[src/rtl/core/tnu_pkg.sv]
// ----------------------------------------------------------------------------
// tnu_pkg: shared types of the text normalizer
// Item, result, state and result-buffer structs used by the step logic
// and the top level.
// ----------------------------------------------------------------------------
package tnu_pkg;

  typedef struct packed {
    logic [7:0] text_byte;
    logic       is_final;
  } in_t;

  typedef struct packed {
    logic [7:0] out_byte;
    logic       byte_valid;
    logic       run_last;
    logic       text_end;
  } out_t;

  typedef struct packed {
    logic [1:0][7:0] la_bytes;
    logic [1:0]      la_count;
    logic [7:0]      prev_byte;
    logic            have_prev;
    logic            skip_spaces;
  } state_t;

  typedef struct packed {
    logic [2:0][7:0] bytes;
    logic [1:0]      count;
    logic            fin;
    logic            marker;
  } res_t;

endpackage

[src/rtl/core/tnu_step.sv]
// ----------------------------------------------------------------------------
// tnu_step: per-byte normalization step
// Appends one byte to the lookahead, decides every byte that can be decided
// and returns the next state with up to three result bytes.
// ----------------------------------------------------------------------------
module tnu_step (
  input  tnu_pkg::state_t state_i,
  input  tnu_pkg::in_t    item_i,
  output tnu_pkg::state_t state_o,
  output tnu_pkg::res_t   res_o
);

  localparam logic [7:0] Space     = 8'h20;
  localparam logic [7:0] Hyphen    = 8'h2D;
  localparam logic [7:0] CaseShift = 8'd32;
  localparam logic [7:0] FwOffset  = 8'hE0;
  localparam logic [15:0] IdeoSpace = 16'h3000;
  localparam logic [15:0] FwLow     = 16'hFF01;
  localparam logic [15:0] FwHigh    = 16'hFF5E;

  function automatic logic is_upper(input logic [7:0] b);
    return (b >= 8'h41) && (b <= 8'h5A);
  endfunction

  function automatic logic is_letter(input logic [7:0] b);
    return is_upper(b) || ((b >= 8'h61) && (b <= 8'h7A));
  endfunction

  function automatic logic is_cont(input logic [7:0] b);
    return b[7:6] == 2'b10;
  endfunction

  function automatic logic [7:0] lower(input logic [7:0] b);
    return is_upper(b) ? b + CaseShift : b;
  endfunction

  function automatic logic [7:0] map_single(input logic [7:0] b);
    logic [7:0] r;
    r = b;
    if (is_upper(b)) begin
      r = b + CaseShift;
    end else if ((b == Space) || ((b >= 8'h07) && (b <= 8'h0D))) begin
      r = Space;
    end
    return r;
  endfunction

  always_comb begin
    logic [2:0][7:0] bb;
    logic [1:0]      n;
    logic [1:0]      p;
    logic [1:0]      rem;
    logic            stop;
    logic            fin;
    logic            skip;
    logic [7:0]      prev;
    logic            hp;
    logic [7:0]      h;
    logic [7:0]      nxt;
    logic            triple;
    logic            pass3;
    logic [15:0]     cp;
    logic [2:0][7:0] cand;
    logic [1:0]      cand_n;
    logic [2:0][7:0] em;
    logic [1:0]      ec;
    logic [1:0][7:0] left;

    fin    = item_i.is_final;
    bb[0]  = state_i.la_bytes[0];
    bb[1]  = state_i.la_bytes[1];
    bb[2]  = '0;
    n      = (state_i.la_count > 2'd2) ? 2'd2 : state_i.la_count;
    bb[n]  = item_i.text_byte;
    n      = n + 2'd1;
    p      = '0;
    stop   = 1'b0;
    skip   = state_i.skip_spaces;
    prev   = state_i.prev_byte;
    hp     = state_i.have_prev;
    em     = '0;
    ec     = '0;
    h      = '0;
    nxt    = '0;
    rem    = '0;
    triple = 1'b0;
    pass3  = 1'b0;
    cp     = '0;
    cand   = '0;
    cand_n = '0;

    for (int it = 0; it < 3; it++) begin
      if (!stop && (p < n)) begin
        h      = (p == 2'd0) ? bb[0] : ((p == 2'd1) ? bb[1] : bb[2]);
        nxt    = (p == 2'd0) ? bb[1] : bb[2];
        rem    = n - p;
        triple = 1'b0;
        pass3  = 1'b0;
        cand   = '0;
        cand_n = 2'd1;
        cp     = {h[3:0], bb[1][5:0], bb[2][5:0]};
        if (h[7:4] == 4'hE) begin
          if ((rem < 2'd3) && !fin) begin
            stop = 1'b1;
          end else if ((rem == 2'd3) && is_cont(bb[1]) && is_cont(bb[2])) begin
            triple = 1'b1;
            if (cp == IdeoSpace) begin
              cand[0] = Space;
            end else if ((cp >= FwLow) && (cp <= FwHigh)) begin
              cand[0] = lower(cp[7:0] - FwOffset);
            end else begin
              cand   = {bb[2], bb[1], bb[0]};
              cand_n = 2'd3;
              pass3  = 1'b1;
            end
          end else begin
            cand[0] = h;
          end
        end else if (h == Hyphen) begin
          if ((rem < 2'd2) && !fin) begin
            stop = 1'b1;
          end else if (hp && is_letter(prev) && (rem >= 2'd2) && is_letter(nxt)) begin
            cand_n = 2'd0;
          end else begin
            cand[0] = h;
          end
        end else begin
          cand[0] = map_single(h);
        end

        if (!stop) begin
          for (int j = 0; j < 3; j++) begin
            if ((2'(j) < cand_n) && !((cand[j] == Space) && skip)) begin
              if (cand[j] != Space) begin
                skip = 1'b0;
              end
              if (ec < 2'd3) begin
                em[ec] = cand[j];
                ec     = ec + 2'd1;
              end
            end
          end
          if (pass3) begin
            skip = 1'b1;
          end
          prev = triple ? bb[2] : h;
          hp   = 1'b1;
          p    = triple ? 2'd3 : p + 2'd1;
        end
      end
    end

    rem = n - p;
    case (p)
      2'd0:    left = {bb[1], bb[0]};
      2'd1:    left = {bb[2], bb[1]};
      2'd2:    left = {8'h00, bb[2]};
      default: left = '0;
    endcase

    state_o.la_bytes[0] = (rem > 2'd0) ? left[0] : '0;
    state_o.la_bytes[1] = (rem > 2'd1) ? left[1] : '0;
    state_o.la_count    = rem;
    state_o.prev_byte   = prev;
    state_o.have_prev   = hp;
    state_o.skip_spaces = skip;
    if (fin) begin
      state_o = '0;
    end

    res_o.bytes  = em;
    res_o.count  = ec;
    res_o.fin    = fin;
    res_o.marker = 1'b0;
    if (fin && (ec == 2'd0)) begin
      res_o.count  = 2'd1;
      res_o.marker = 1'b1;
    end
  end

endmodule

[src/rtl/core/text_normalizer_utf8_fullwidth.sv]
// ----------------------------------------------------------------------------
// text_normalizer_utf8_fullwidth: streaming byte normalizer
// Lowers ASCII, maps control bytes 07h-0Dh to space, drops hyphens between letters
// and folds three-byte UTF-8 ideographic space and fullwidth forms to ASCII.
// ----------------------------------------------------------------------------
// One input byte is taken per cycle while in_stall_o is low. Its results (zero
// to three bytes, or a bare end marker on a final byte that yields nothing)
// appear in the next cycle in a three-entry result buffer that drains one
// result per cycle while the receiver does not stall; a byte that gives
// several results stalls the input until its last result is taken, and with
// at most one result and no receiver stall the next byte enters in the next cycle.
// Three-byte lead bytes and hyphens wait in a two-byte lookahead until they can be
// decided; is_final flushes it and returns the stored state to its reset value.
module text_normalizer_utf8_fullwidth (
  input  logic          clk_i,
  input  logic          rst_ni,
  input  logic          in_valid_i,
  output logic          in_stall_o,
  input  tnu_pkg::in_t  in_data_i,
  output logic          out_valid_o,
  input  logic          out_stall_i,
  output tnu_pkg::out_t out_data_o
);

  tnu_pkg::state_t state_q, state_d;
  tnu_pkg::res_t   res_q, res_d;
  logic            buf_valid_q, buf_valid_d;
  logic [1:0]      rd_q, rd_d;
  logic            in_accept;
  logic            out_pop;
  logic            last;
  logic            load;

  tnu_step u_step (
    .state_i (state_q),
    .item_i  (in_data_i),
    .state_o (state_d),
    .res_o   (res_d)
  );

  assign last        = rd_q == (res_q.count - 2'd1);
  assign out_valid_o = buf_valid_q;
  assign out_pop     = buf_valid_q && !out_stall_i;
  assign in_stall_o  = buf_valid_q && !(out_pop && last);
  assign in_accept   = in_valid_i && !in_stall_o;
  assign load        = in_accept && (res_d.count != 2'd0);

  always_comb begin
    buf_valid_d = buf_valid_q;
    rd_d        = rd_q;
    if (load) begin
      buf_valid_d = 1'b1;
      rd_d        = '0;
    end else if (out_pop) begin
      if (last) begin
        buf_valid_d = 1'b0;
      end else begin
        rd_d = rd_q + 2'd1;
      end
    end
  end

  always_ff @(posedge clk_i or negedge rst_ni) begin
    if (!rst_ni) begin
      state_q     <= '0;
      buf_valid_q <= 1'b0;
      rd_q        <= '0;
    end else begin
      if (in_accept) begin
        state_q <= state_d;
      end
      buf_valid_q <= buf_valid_d;
      rd_q        <= rd_d;
    end
  end

  always_ff @(posedge clk_i) begin
    if (load) begin
      res_q <= res_d;
    end
  end

  always_comb begin
    case (rd_q)
      2'd0:    out_data_o.out_byte = res_q.bytes[0];
      2'd1:    out_data_o.out_byte = res_q.bytes[1];
      2'd2:    out_data_o.out_byte = res_q.bytes[2];
      default: out_data_o.out_byte = '0;
    endcase
    if (res_q.marker) begin
      out_data_o.out_byte = '0;
    end
    out_data_o.byte_valid = !res_q.marker;
    out_data_o.run_last   = last;
    out_data_o.text_end   = res_q.fin && last;
  end

  a_rd_in_range : assert property (@(posedge clk_i) disable iff (!rst_ni)
    buf_valid_q |-> (rd_q < res_q.count))
    else $error("result read index past buffered count");

  a_final_clears : assert property (@(posedge clk_i) disable iff (!rst_ni)
    (in_accept && in_data_i.is_final) |=> (state_q == '0))
    else $error("state not cleared after final item");

  a_la_count : assert property (@(posedge clk_i) disable iff (!rst_ni)
    state_q.la_count != 2'd3)
    else $error("lookahead count out of range");

  a_marker_single : assert property (@(posedge clk_i) disable iff (!rst_ni)
    (buf_valid_q && res_q.marker) |-> ((res_q.count == 2'd1) && res_q.fin))
    else $error("end marker not a single final result");

endmodule

[config.mk]
export PLATFORM = sky130hd
export DESIGN_NAME = text_normalizer_utf8_fullwidth
export DESIGN_NICKNAME = d
export VERILOG_FILES = /design/src/rtl/core/tnu_pkg.sv /design/src/rtl/core/tnu_step.sv /design/src/rtl/core/text_normalizer_utf8_fullwidth.sv
export SDC_FILE = /design/constraint.sdc
export NUM_CORES = 1
export LEC_CHECK = 0
export BUFFER_PORTS_ARGS = -buffer_cell sky130_fd_sc_hd__buf_2
export CORE_AREA = 2 2 178 180
export CTS_BUF_LIST = sky130_fd_sc_hd__clkbuf_4 sky130_fd_sc_hd__clkbuf_8
export DETAILED_ROUTE_END_ITERATION = 10
export DIE_AREA = 0 0 180 182
export PLACE_DENSITY = 0.37
export SYNTH_ARGS = -nofsm -noshare
export SYNTH_HDL_FRONTEND = slang
export SYNTH_SLANG_ARGS = --single-unit
[constraint.sdc]
create_clock -name clk_i -period 16.4 [get_ports clk_i]
set_input_delay 3.28 -clock clk_i [delete_from_list [all_inputs] [get_ports clk_i]]
set_output_delay 3.28 -clock clk_i [all_outputs]
set_load 0.02 [all_outputs]
# [After elaboration in Yosys (flattened, before gate mapping)]
# Cells that the tools add are included.
[totals] out_inout_bits=13 register_bits=59 mem_count=0 romBits=0 latch_bits=0 mem_bits_rw=0 wordCells=590
[classes] reduce_logical=114 n_eq_ne=43 n_bitwise=0 div_mod_pow=0 n_lt_le_gt_ge=94 addsub=21 muxes=304 n_shift=0 n_mul=0
[op_table] operator="$mux W24" count=35
[op_table] operator="$mux W8" count=61
[op_table] operator="$mux W16" count=15
[op_table] operator="$bwmux W24" count=9
[op_table] operator="$demux W8 S2" count=9
[op_table] operator="$mux W2" count=72
[op_table] operator="$ge A8 B7 Y1 const B" count=16
[op_table] operator="$le A8 B7 Y1 const B" count=16
[op_table] operator="$eq A8 B6 Y1 const B" count=15
[op_table] operator="$mux W1" count=100
[op_table] operator="$logic_and A1 B1 Y1" count=79
[op_table] operator="$ne A8 B6 Y1 const B" count=9
[op_table] operator="$eq A16 B14 Y1 const B" count=3
[op_table] operator="$ge A16 B16 Y1 const B" count=3
[op_table] operator="$le A16 B16 Y1 const B" count=3
[op_table] operator="$pmux W16 S3" count=1
[op_table] operator="$add A8 B6 Y8 const B" count=4
[op_table] operator="$lt A2 B2 Y1 const B" count=14
[op_table] operator="$mux W28" count=1
[op_table] operator="$lt A2 B3 Y1 const B" count=9
[op_table] operator="$add A2 B1 Y2 const B" count=12
[op_table] operator="$ge A8 B3 Y1 const B" count=3
[op_table] operator="$le A8 B4 Y1 const B" count=3
[op_table] operator="$pmux W8 S3" count=1
[op_table] operator="other kinds (20)" count=83

# [Longest topological paths before layout]
# Gate-level depths: netlist of run 1.
[logic_depth] depth_word=81 depth_mapped=37 ltp_nobuf=29

# [Modules after synthesis]
# From an unflattened synthesis of run 1, not the netlist that was laid out.
[hier_totals] cells_unflattened=1158 area_unflattened_um2=8789.7
[by_module_without_submodules] module="tnu_step" cells_per_inst=1018 n_inst=1 area_per_inst_um2=6473.7
[by_module_without_submodules] module="text_normalizer_utf8_fullwidth" cells_per_inst=140 n_inst=1 area_per_inst_um2=2316.0

# [Worst setup path before layout of run 1]
# Ideal clock, no wire load.
[synth_timing] path_type="input to register" start="in in_data_i[5] (netlist bit)" end="reg state_q[12] (netlist bit)" path_buffers=8 t_arrival_ps=10941 cell_stages=35 path_slack_ps=5390 setup_time_ps=69 required_ps=16331 path_cell_list="or4b_1 > o21ai_2 > buf_4 > nand3_1 > nand2_1 > clkbuf_1 > inv_1 > ha_1 > clkbuf_1 > nand3b_1 > o211ai_1 > nor4b_1 > and3_1 > a211o_1 > buf_2 > mux2_2 > ha_1 > buf_1 > buf_1 > nand3b_1 > o211ai_1 > a2111oi_0 > a2bb2o_1 > nor4_1 > nor3_1 > o21a_1 > buf_2 > nand3_1 > a21boi_1 > clkbuf_1 > ha_1 > xnor2_1 > xnor2_1 > a221oi_1 > a22o_1"
[synth_via] elab_chain_len=33 elab_cells_between_ends=81 cone_classes="5 x add/sub; 7 x order compare; 12 x eq/ne; 42 x mux; 15 x reduce/logical"
[synth_lines] element="from (decl)" line_no="text_normalizer_utf8_fullwidth.sv:19" source="input tnu_pkg::in_t in_data_i,"
[synth_lines] element="$bwmux W24 (*)" line_no="tnu_step.sv:74" source="bb[n] = item_i.text_byte;"
[synth_lines] element="$eq A8 B6 Y1 or $eq A4 B4 Y1 (tied branches)" line_no="tnu_step.sv:119, tnu_step.sv:102"
[synth_lines] element="$mux W1 (on tied branches)" line_no="tnu_step.sv:119, tnu_step.sv:102"
[synth_lines] element="$mux W1 (on tied branches)" line_no="tnu_step.sv:102, tnu_step.sv:93"
[synth_lines] element="$mux W1 or $mux W2 (tied branches)" line_no="tnu_step.sv:93, tnu_step.sv:148"
[synth_lines] element="$mux W2" line_no="tnu_step.sv:131" source="if (!stop) begin"
[synth_lines] element="$mux W2" line_no="tnu_step.sv:93" source="if (!stop && (p < n)) begin"
[synth_lines] element="$sub A2 B2 Y2" line_no="tnu_step.sv:96" source="rem = n - p;"
[synth_lines] element="[17 not listed]"
[synth_lines] element="$mux W1" line_no="tnu_step.sv:93"
[synth_lines] element="$mux W2" line_no="tnu_step.sv:148" source="p = triple ? 2'd3 : p + 2'd1;"
[synth_lines] element="$mux W2" line_no="tnu_step.sv:131"
[synth_lines] element="$mux W2 (*)" line_no="tnu_step.sv:93"
[synth_lines] element="$sub A2 B2 Y2, or another cell as far along" line_no="tnu_step.sv:153" source="rem = n - p;"
[synth_lines] element="$gt A2 B1 Y1 or $pmux W16 S3 (tied branches)" line_no="tnu_step.sv:161, tnu_step.sv:154"
[synth_lines] element="$mux W8 (*)" line_no="tnu_step.sv:161" source="state_o.la_bytes[0] = (rem > 2'd0) ? left[0] : '0;"
[synth_lines] element="$mux W28 (*)" line_no="tnu_step.sv:167" source="if (fin) begin"
[synth_lines] element="to (signal assigned)" line_no="text_normalizer_utf8_fullwidth.sv:70" source="state_q <= state_d;"
[synth_lines] element="to (decl)" line_no="text_normalizer_utf8_fullwidth.sv:25" source="tnu_pkg::state_t state_q, state_d;"
# Every way passes the cells marked *; elsewhere a longest branch is shown, timed or not. The select of a mux whose other input is x is not followed.
# A chain may end at the register's enable or synchronous reset.

# [Worst setup path after layout of run 1]
[layout_timing] start="in in_data_i[5] (netlist bit)" end="reg state_q[13] (netlist bit)"
# Same word-level chain as after synthesis.

==> metrics, run 1 <==
critical path type=in -> reg; GPL Wtd Cong=around 0.95; via/cell ratio=6.38; Top FF cell, synth=dfrtp_1; clk buf depth=2; Power Density=263 nW/um2; Tot Pwr=2.27 mW; sequential share of the synthesized area=0.200; Vert. Die Dim=182 um; 1st-iter DRT viols=1043; final setup vio count=0; cell count after synthesis=roughly 1000; DRC Markers=0; leak pwr=3.09 nW; Placed Instance Area=8390 um2; async set-reset flop share out of synthesis=0.517; Area Overhead vs Synth=8.33%; Yosys top cell by area=edfxtp_1; clk root buf=clkbuf_8; crit-path max FO=27; met3 GRT Util=0.0361; Hold Vio Cnt, Final=0; Yosys warnings=0; Largest stage delay, worst path=a little under 900 ps; Initial Util=0.257; most frequent cells in the layout=nor2_1 (104), nand2_1 (99), a21oi_1 (71); M1 GR Usage=0.357; first-pass GRT wire length=~61 mm; Row Count=65; setup TNS=0 ps; CTS Sinks=just under 60; drt pass-1 iters=6; Critical Path End Type=register; Finished Cell Area=between 8000 and 9000 um2; post-synth top area share=0.106; CTS tree=yes; Final Max Slew Viols=0; R2R setup slack=4960 ps; GR Util met2=0.386; # IOs=26; DP Wirelength=31.6 mm; post-CTS sizing=0; Vias=9041; grt total ovfl=0; Worst path top cell family by delay=compound AO/OA/AOI/OAI gates; TritonCTS Buffers=9; Slowest-stage cell, CP=a221oi_1; final worst path period share=0.803; Post-synth EDFFs=28; # hold bufs at CTS=0; status=finished, final reports clean; slew margin rel.=0.193; IO Port Bufs=25; Routed WL per cell=29.6 um; die width=around 180 um; Nets=1046; maxcap violations=0; total die area=~33000 um2; largest cells by area after synthesis=edfxtp_1 (11%), dfrtp_1 (9.4%), nor2_1 (4.9%); cell mode on critical path=ha_1; worst path bufs/invs=5; grt peak-use layer=met2; Max Clock Freq=75.9 MHz; WL final=41.9 mm; Synth cell types=114; Post-DRT Antenna Nets=0; RSZ-0062 raised after global routing=false; share of cells above drive strength 1=0.135; Worst EP arrival=13510 ps; pin count of the biggest net entering global routing=62; core box area=31000 um2; GRT Total Usage=0.250; Post-CTS Setup Inserts=0; Crit path required time=between 15000 and 20000 ps; Setup Skew=around 31 ps; Final Critical Period=13180 ps; Peak VDD IR=0.0851 mV; Max H-tree Level=3; worst min path class=reg -> reg; initial antenna violation count=0; Skew-Pair Late Insertion Delay=410 ps; Worst Tran Pin Value=1200 ps; synthesized area=7960 um2; clock slew at reported path FFs=80 ps; Syn Area/Cell=between 7 and 8 um2; Seq cells post-synth=58; Critical Path Source Type=input pin; most common cell after layout, fill and taps aside=nor2_1; vias in the first global route=approximately 8500; Synthesized Nets=1066
-- synth_stat cells, types with 9 or more instances --
cell / number
edfxtp_1: 28
buf_4: 11
a211oi_1: 12
a22oi_1: 14
nand2b_1: 12
clkbuf_1: 42
o22ai_1: 22
nand4b_1: 10
xnor2_1: 9
nor4_1: 11
buf_2: 19
dfrtp_1: 30
nor2_1: 104
o21a_1: 10
a22o_1: 20
or2_2: 9
nand3b_1: 9
ha_1: 23
inv_1: 28
a21oi_1: 71
nand3_1: 25
nand2_1: 99
o21ai_0: 53
nor3_1: 26
a31oi_1: 18
mux2i_1: 26
o211ai_1: 23
and2_1: 19
-- report_power, final --
part / internal [mW] / switching, mW / total [mW]
combinational: 0.559 / 1.26 / 1.82
sequential: 0.223 / 0.0596 / 0.282
clock: 0.0869 / 0.0823 / 0.169
total: 0.869 / 1.40 / 2.27
-- worst paths after layout --
path,start,cells after the start,to
hold reg to reg,state_q[0]$_DFFE_PN0P_,2,state_q[0]$_DFFE_PN0P_
min in group asynchronous,rst_ni,1,state_q[10]$_DFFE_PN0P_
setup / recovery,in_data_i[5],30,state_q[13]$_DFFE_PN0P_
max in group asynchronous,rst_ni,1,state_q[11]$_DFFE_PN0P_
hold / removal,state_q[0]$_DFFE_PN0P_,2,state_q[0]$_DFFE_PN0P_
setup reg to reg,state_q[11]$_DFFE_PN0P_,32,state_q[13]$_DFFE_PN0P_
-- worst min-delay path, cell delays in order (launching register included) --
cell and delay (ps):
dfrtp_1 410, nand2_1 60, o21ai_0 70
-- routing by layer --
metal  routed length (um)  part of all wire  vias to the layer above
li1                     -                 -                     3977
met1                19100              0.45                     4509
met2                18200              0.44                      470
met3                 3300             0.079                       85
met4                 1290             0.031                        0
met5                    0                 0                        -
-- logic make-up (layout without fill, tap and decap cells) --
family,after synthesis,in the layout,share of synthesized area
AO/OA/AOI/OAI,384,384,0.368
other,0,1,0
multiplexers,33,33,0.0437
flip-flops,58,58,0.200
adder cells (fa/ha/maj),25,25,0.0412
XOR/XNOR,9,9,0.00991
buffers and inverters,112,97,0.0624
AND/OR/NAND/NOR,407,407,0.275
-- registers in the layout, indices dropped and copies added (netlist names) --
name	count
out_valid_o	1
rd_q	2
res_q	28
state_q	27
-- layout make-up --
cell class                 count  area, um2
fill                        3441      22400
multi-input combinational    858       5880
sequential                    58       1590
tap                          402        503
timing repair buffer          46        283
inverter                      35        135
clock buffer                   9        124
clock inverter                 7        101
antenna                        1       2.50
-- through the flow --
step / utilization / setup WS, ps / hold slack (ps) / std cells
finish: 0.278 / 3220 / 566 / 1416
detailed placement: 0.271 / 3070 / 560 / 1399
floorplan: - / 5390 / 463 / 1028
CTS: 0.278 / 3450 / 585 / 1415
global placement: 0.271 / 3110 / 561 / 1399
global route: 0.278 / 2510 / 604 / 1415
No activity file was read; power rests on OpenSTA's default activity.
==> run 2, diff against run 1 <==
--- a/config.mk
+++ b/config.mk
@@ -10,7 +10,7 @@
 export CTS_BUF_LIST = sky130_fd_sc_hd__clkbuf_4 sky130_fd_sc_hd__clkbuf_8
 export DETAILED_ROUTE_END_ITERATION = 10
 export DIE_AREA = 0 0 180 182
-export PLACE_DENSITY = 0.37
+export PLACE_DENSITY = 0.38
 export SYNTH_ARGS = -nofsm -noshare
 export SYNTH_HDL_FRONTEND = slang
 export SYNTH_SLANG_ARGS = --single-unit
==> constraint.sdc (replaced) <==
create_clock -name clk_i -period 10.7 [get_ports clk_i]
set_input_delay 2.14 -clock clk_i [delete_from_list [all_inputs] [get_ports clk_i]]
set_output_delay 2.14 -clock clk_i [all_outputs]
set_load 0.02 [all_outputs]
==> metrics, run 2 (synthesis results as in run 1) <==
reg2reg path depth=32; via/cell ratio=6.36; final worst path period share=0.919; Final Critical Period=between 9000 and 10000 ps; max reg flops=28; Ant. Diodes=0; Tot Pwr=~3.5 mW; most frequent cells in the layout=nor2_1 (104), nand2_1 (99), a21oi_1 (71); DP Wirelength=just over 30 mm; CTS Sinks=58; Worst Setup SP=in_data_i[5]; R2R Path Start=state_q[10]$_DFFE_PN0P_; IO Port Bufs=25; Worst Tran Pin Value=1170 ps; Nets=1071; Power Density=about 400 nW/um2; DRC Markers=0; WL final=40.6 mm; Row Count=65; initial antenna violation count=0; TritonCTS Buffers=9; pin count of the biggest net entering global routing=42; Setup WS post-layout=865 ps; met3 GRT Util=0.0369; Worst EP arrival=10160 ps; Max Clock Freq=102 MHz; 1st-iter DRT viols=1254; setup TNS=0 ps; # hold bufs at CTS=0; FF-to-FF End=state_q[12]$_DFFE_PN0P_; Place WS=747 ps; die width=180 um; leak pwr=3.19 nW; # IOs=26; R2R setup slack=1780 ps; Vert. Die Dim=approximately 180 um; M1 GR Usage=0.342; RSZ-0062 raised after global routing=false; crit-path max FO=23; critical path type=in -> reg; drt pass-1 iters=6; Vias=9156; clk root buf=clkbuf_8; clock slew at reported path FFs=100 ps; Final Max Slew Viols=0; most flop-heavy register=res_q; placed cell count=approximately 1400; GR Util met2=0.377; maxcap violations=0; Post-CTS Setup Inserts=0; slew margin rel.=0.209; clk buf depth=2; Slowest-stage cell, CP=or4b_1; Setup Skew=26.6 ps; Largest stage delay, worst path=a little under 600 ps; GRT Total Usage=0.243; Max H-tree Level=3; post-CTS sizing=0; total die area=32800 um2; Hold Vio Cnt, Final=0; Post-DRT Antenna Nets=0; Initial Util=0.257; non-filler cells in the finished layout=1440; CTS tree=yes; Critical Path End Type=register; Crit path required time=around 11000 ps; Peak VDD IR=0.187 mV; # fillers=between 3000 and 4000; Setup crit end=state_q[12]$_DFFE_PN0P_; share of cells above drive strength 1=0.155; worst min path class=reg -> reg; vias in the first global route=8326; GPL Wtd Cong=between 1 and 1.5; Routed WL per cell=28.2 um; final setup vio count=0; most common cell after layout, fill and taps aside=nor2_1; Area Overhead vs Synth=10.3%; first-pass GRT wire length=59.4 mm; Skew-Pair Late Insertion Delay=~400 ps; grt total ovfl=0; cell mode on critical path=buf_4; status=finished, final reports clean; Critical Path Source Type=input pin; grt peak-use layer=met2; core box area=31000 um2; Largest regs=res_q (28), state_q (27), rd_q (2); worst hold path cell count=2
## run 2: changes by cell type in the layout (fill, tap and decap cells not counted), sizes merged
cell,delta
inv,-2
diode,-1
clkinv,+2
clkinvlp,+1
buf,+25
bufinv,-1
## run 2: where the power goes
part | internal, mW | switching (mW) | leakage [nW]
clock | 0.106 | 0.114 | 0.0889
sequential | 0.341 | 0.0978 | 0.660
combinational | 0.910 | 1.92 | 2.44
## run 2: how the worst min path moves through the flow
stage,startpoint,end,slack (ps)
2_1_floorplan,state_q[0]$_DFFE_PN0P_,state_q[0]$_DFFE_PN0P_,460
3_3_place_gp,state_q[0]$_DFFE_PN0P_,state_q[0]$_DFFE_PN0P_,550
3_5_place_dp,state_q[2]$_DFFE_PN0P_,state_q[2]$_DFFE_PN0P_,560
4_1_cts,state_q[0]$_DFFE_PN0P_,state_q[0]$_DFFE_PN0P_,580
5_1_grt,state_q[15]$_DFFE_PN0P_,state_q[15]$_DFFE_PN0P_,590
6_report,state_q[0]$_DFFE_PN0P_,state_q[0]$_DFFE_PN0P_,580
## run 2: critical path: cells and delay by family
kind	cells	cell delay [ps]
adder cells (fa/ha/maj)	2	590
buffers and inverters	7	1340
AO/OA/AOI/OAI	10	2950
AND/OR/NAND/NOR	8	2340
multiplexers	3	760
## run 2: through the flow
| step | cell area, um2 | util | hold slack [ps] |
|---|---|---|---|
| 2_1_floorplan | 7960 | - | 463 |
| 4_1_cts | 8770 | 0.283 | 580 |
| 5_1_grt | 8770 | 0.283 | 594 |
| 3_5_place_dp | 8580 | 0.277 | 555 |
| 3_3_place_gp | 8580 | 0.277 | 553 |
| 6_report | 8770 | 0.283 | 581 |
## run 2: final cells by class
cell class | count | area [um2] | area share
Clock buffer | 9 | 124 | 0.0141
Clock inverter | 7 | 70.1 | 0.00799
Tap cell | 402 | 503 | 0.0573
Multi-Input combinational cell | 858 | 5880 | 0.670
Timing Repair Buffer | 71 | 470 | 0.0536
Inverter | 35 | 135 | 0.0154
Sequential cell | 58 | 1590 | 0.182
## run 2: per-layer routing
metal / wire length [um] / share of wire
met4: 1440 / 0.036
met3: 3430 / 0.084
met1: 18000 / 0.44
met5: 0 / 0
met2: 17800 / 0.44
==> run 3, diff against run 2 <==
--- a/config.mk
+++ b/config.mk
@@ -5,12 +5,14 @@
 export SDC_FILE = /design/constraint.sdc
 export NUM_CORES = 1
 export LEC_CHECK = 0
+export ABC_AREA = 1
 export BUFFER_PORTS_ARGS = -buffer_cell sky130_fd_sc_hd__buf_2
-export CORE_AREA = 2 2 178 180
+export CORE_AREA = 2 2 209 149
 export CTS_BUF_LIST = sky130_fd_sc_hd__clkbuf_4 sky130_fd_sc_hd__clkbuf_8
 export DETAILED_ROUTE_END_ITERATION = 10
-export DIE_AREA = 0 0 180 182
+export DIE_AREA = 0 0 211 151
 export PLACE_DENSITY = 0.38
+export SLEW_MARGIN = 40
 export SYNTH_ARGS = -nofsm -noshare
 export SYNTH_HDL_FRONTEND = slang
 export SYNTH_SLANG_ARGS = --single-unit
==> metrics, run 3 <==
Worst Setup SP=in_data_i[8]; most flop-heavy register=res_q; RSZ-0062 raised after global routing=false; Critical Path Source Type=input pin; async set-reset flop share out of synthesis=0.517; post-synthesis simple-gate area fraction=0.384; Vias=9219; # fillers=3353; Setup Skew=approximately 19 ps; IO Port Bufs=25; largest cells by area after synthesis=nand2_1 (17%), edfxtp_1 (11%), dfrtp_1 (9.8%); Top FF cell, synth=dfrtp_1; post-synthesis adder-cell area fraction=0.0427; Sequential Area=1590 um2; Max H-tree Level=3; Max Clock Freq=between 100 and 150 MHz; clk buf depth=2; hold_sp=state_q[27]$_DFFE_PN0P_; # hold bufs at CTS=0; Routed WL per cell=22.8 um; Ant. Diodes=0; Largest stage delay, worst path=590 ps; critical path type=in -> reg; setup TNS=0 ps; clk root buf=clkbuf_8; DRC Markers=0; Skew-Pair Late Insertion Delay=380 ps; Crit path required time=10770 ps; crit-path max FO=28; cell mode on critical path=inv_1; GPL Wtd Cong=0.986; Syn Area/Cell=6.10 um2; slew margin rel.=0.466; CTS tree=yes; Post-DRT Antenna Nets=0; worst min path class=reg -> reg; CTS Sinks=a little under 60; Largest regs=res_q (28), state_q (27), rd_q (2); Nets=1333; vias in the first global route=8491; combinational family with the most area after synthesis=simple AND/OR/NAND/NOR gates; final worst path period share=0.919; post-CTS sizing=0; R2R setup slack=1510 ps; Yosys top cell by area=nand2_1; Row Count=53; mux contribution to synthesized area=0.00391; grt total ovfl=0; Worst EP arrival=9900 ps; Vert. Die Dim=151 um; Yosys warnings=0; drt pass-1 iters=6; Hold Vio Cnt, Final=0; Worst Tran Pin Value=~800 ps; Final Max Slew Viols=0; via/cell ratio=5.47; Post-synth EDFFs=28; Final Critical Period=9830 ps; Slowest-stage cell, CP=o21ai_0; R2R Path Start=state_q[11]$_DFFE_PN0P_; most frequent cell after synthesis=nand2_1; clock slew at reported path FFs=around 80 ps; maxcap violations=0; most frequent cells in the layout=nand2_1 (343), inv_1 (158), o21ai_0 (111); Seq cells post-synth=58; synthesized area=approximately 7700 um2; Compound-Gate Fraction of Synth Area=0.237; most common cell after layout, fill and taps aside=nand2_1; initial antenna violation count=0; Post-CTS Setup Inserts=0; WL final=about 38 mm; die width=around 210 um; status=finished, final reports clean; Synth cell types=61; final setup vio count=0; sequential share of the synthesized area=0.207; xor/xnor share of the synthesized area=0.00781; Critical Path End Type=register; first-pass GRT wire length=around 57 mm; TritonCTS Buffers=9; GRT Total Usage=0.247; cell count after synthesis=1261; Area Overhead vs Synth=12.4%; 1st-iter DRT viols=1323; max reg flops=28; core box area=29800 um2; share of cells above drive strength 1=0.148; # IOs=26; DP Wirelength=between 30 and 40 mm; pin count of the biggest net entering global routing=34; Synth top cells by count=nand2_1 (343), inv_1 (158), o21ai_0 (112), nor2_1 (102), nand3_1 (73); post-synth top area share=0.168; total die area=31900 um2; Synthesized Nets=about 1300; Initial Util=0.258; Multi-input gate area=~5200 um2
==> run 3: area by class of cell <==
type / instances / area share
multi-input cells: 984 / 0.603
repair buffers: 67 / 0.0527
flip-flops and latches: 58 / 0.184
clock inverters: 7 / 0.0136
clock buffers: 9 / 0.0143
well taps: 385 / 0.0557
inverters: 175 / 0.0763
==> run 3: worst paths after layout <==
kind / to / depth (start not counted)
max reg2reg: res_q[22]$_DFFE_PP_ / 43
min in group asynchronous: state_q[20]$_DFFE_PN0P_ / 1
max in group asynchronous: rd_q[0]$_DFFE_PN0P_ / 1
min: state_q[27]$_DFFE_PN0P_ / 1
max: res_q[22]$_DFFE_PP_ / 44
min reg2reg: state_q[27]$_DFFE_PN0P_ / 1
==> run 3: critical path, delay by kind of cell <==
kind            cells  cell delay [ps]
compound gates      6             1830
simple gates       23             3250
buf+inv            12             1570
fa+ha+maj           3             1070
==> run 3: per-stage QoR <==
step	cells	utilization	setup slack, ps	area [um2]	hold WS (ps)
6_report	1685	0.290	869	8640	494
5_1_grt	1685	0.290	93.4	8640	520
4_1_cts	1685	0.290	1120	8630	499
3_5_place_dp	1669	0.282	757	8390	478
3_3_place_gp	1669	0.282	825	8380	473
2_1_floorplan	1261	-	1900	7690	453
==> run 3: cell families after synthesis <==
family | Yosys count
AO/OA/AOI/OAI | 305
multiplexers | 3
buffers and inverters | 219
adder cells (fa/ha/maj) | 25
XOR/XNOR | 6
flip-flops | 58
AND/OR/NAND/NOR | 645
==> run 3: layer usage <==
metal | global-route usage | vias to the layer above | part of all wire
li1 | - | 4287 | -
met1 | 0.394 | 4418 | 0.50
met2 | 0.325 | 474 | 0.37
met5 | 0 | - | 0
met4 | 0.0567 | 0 | 0.016
met3 | 0.0527 | 40 | 0.11
Power of run 3 is left out: the tool's default activity adds up to more than one toggle a clock period on the data nets, which glitch-free logic cannot reach.
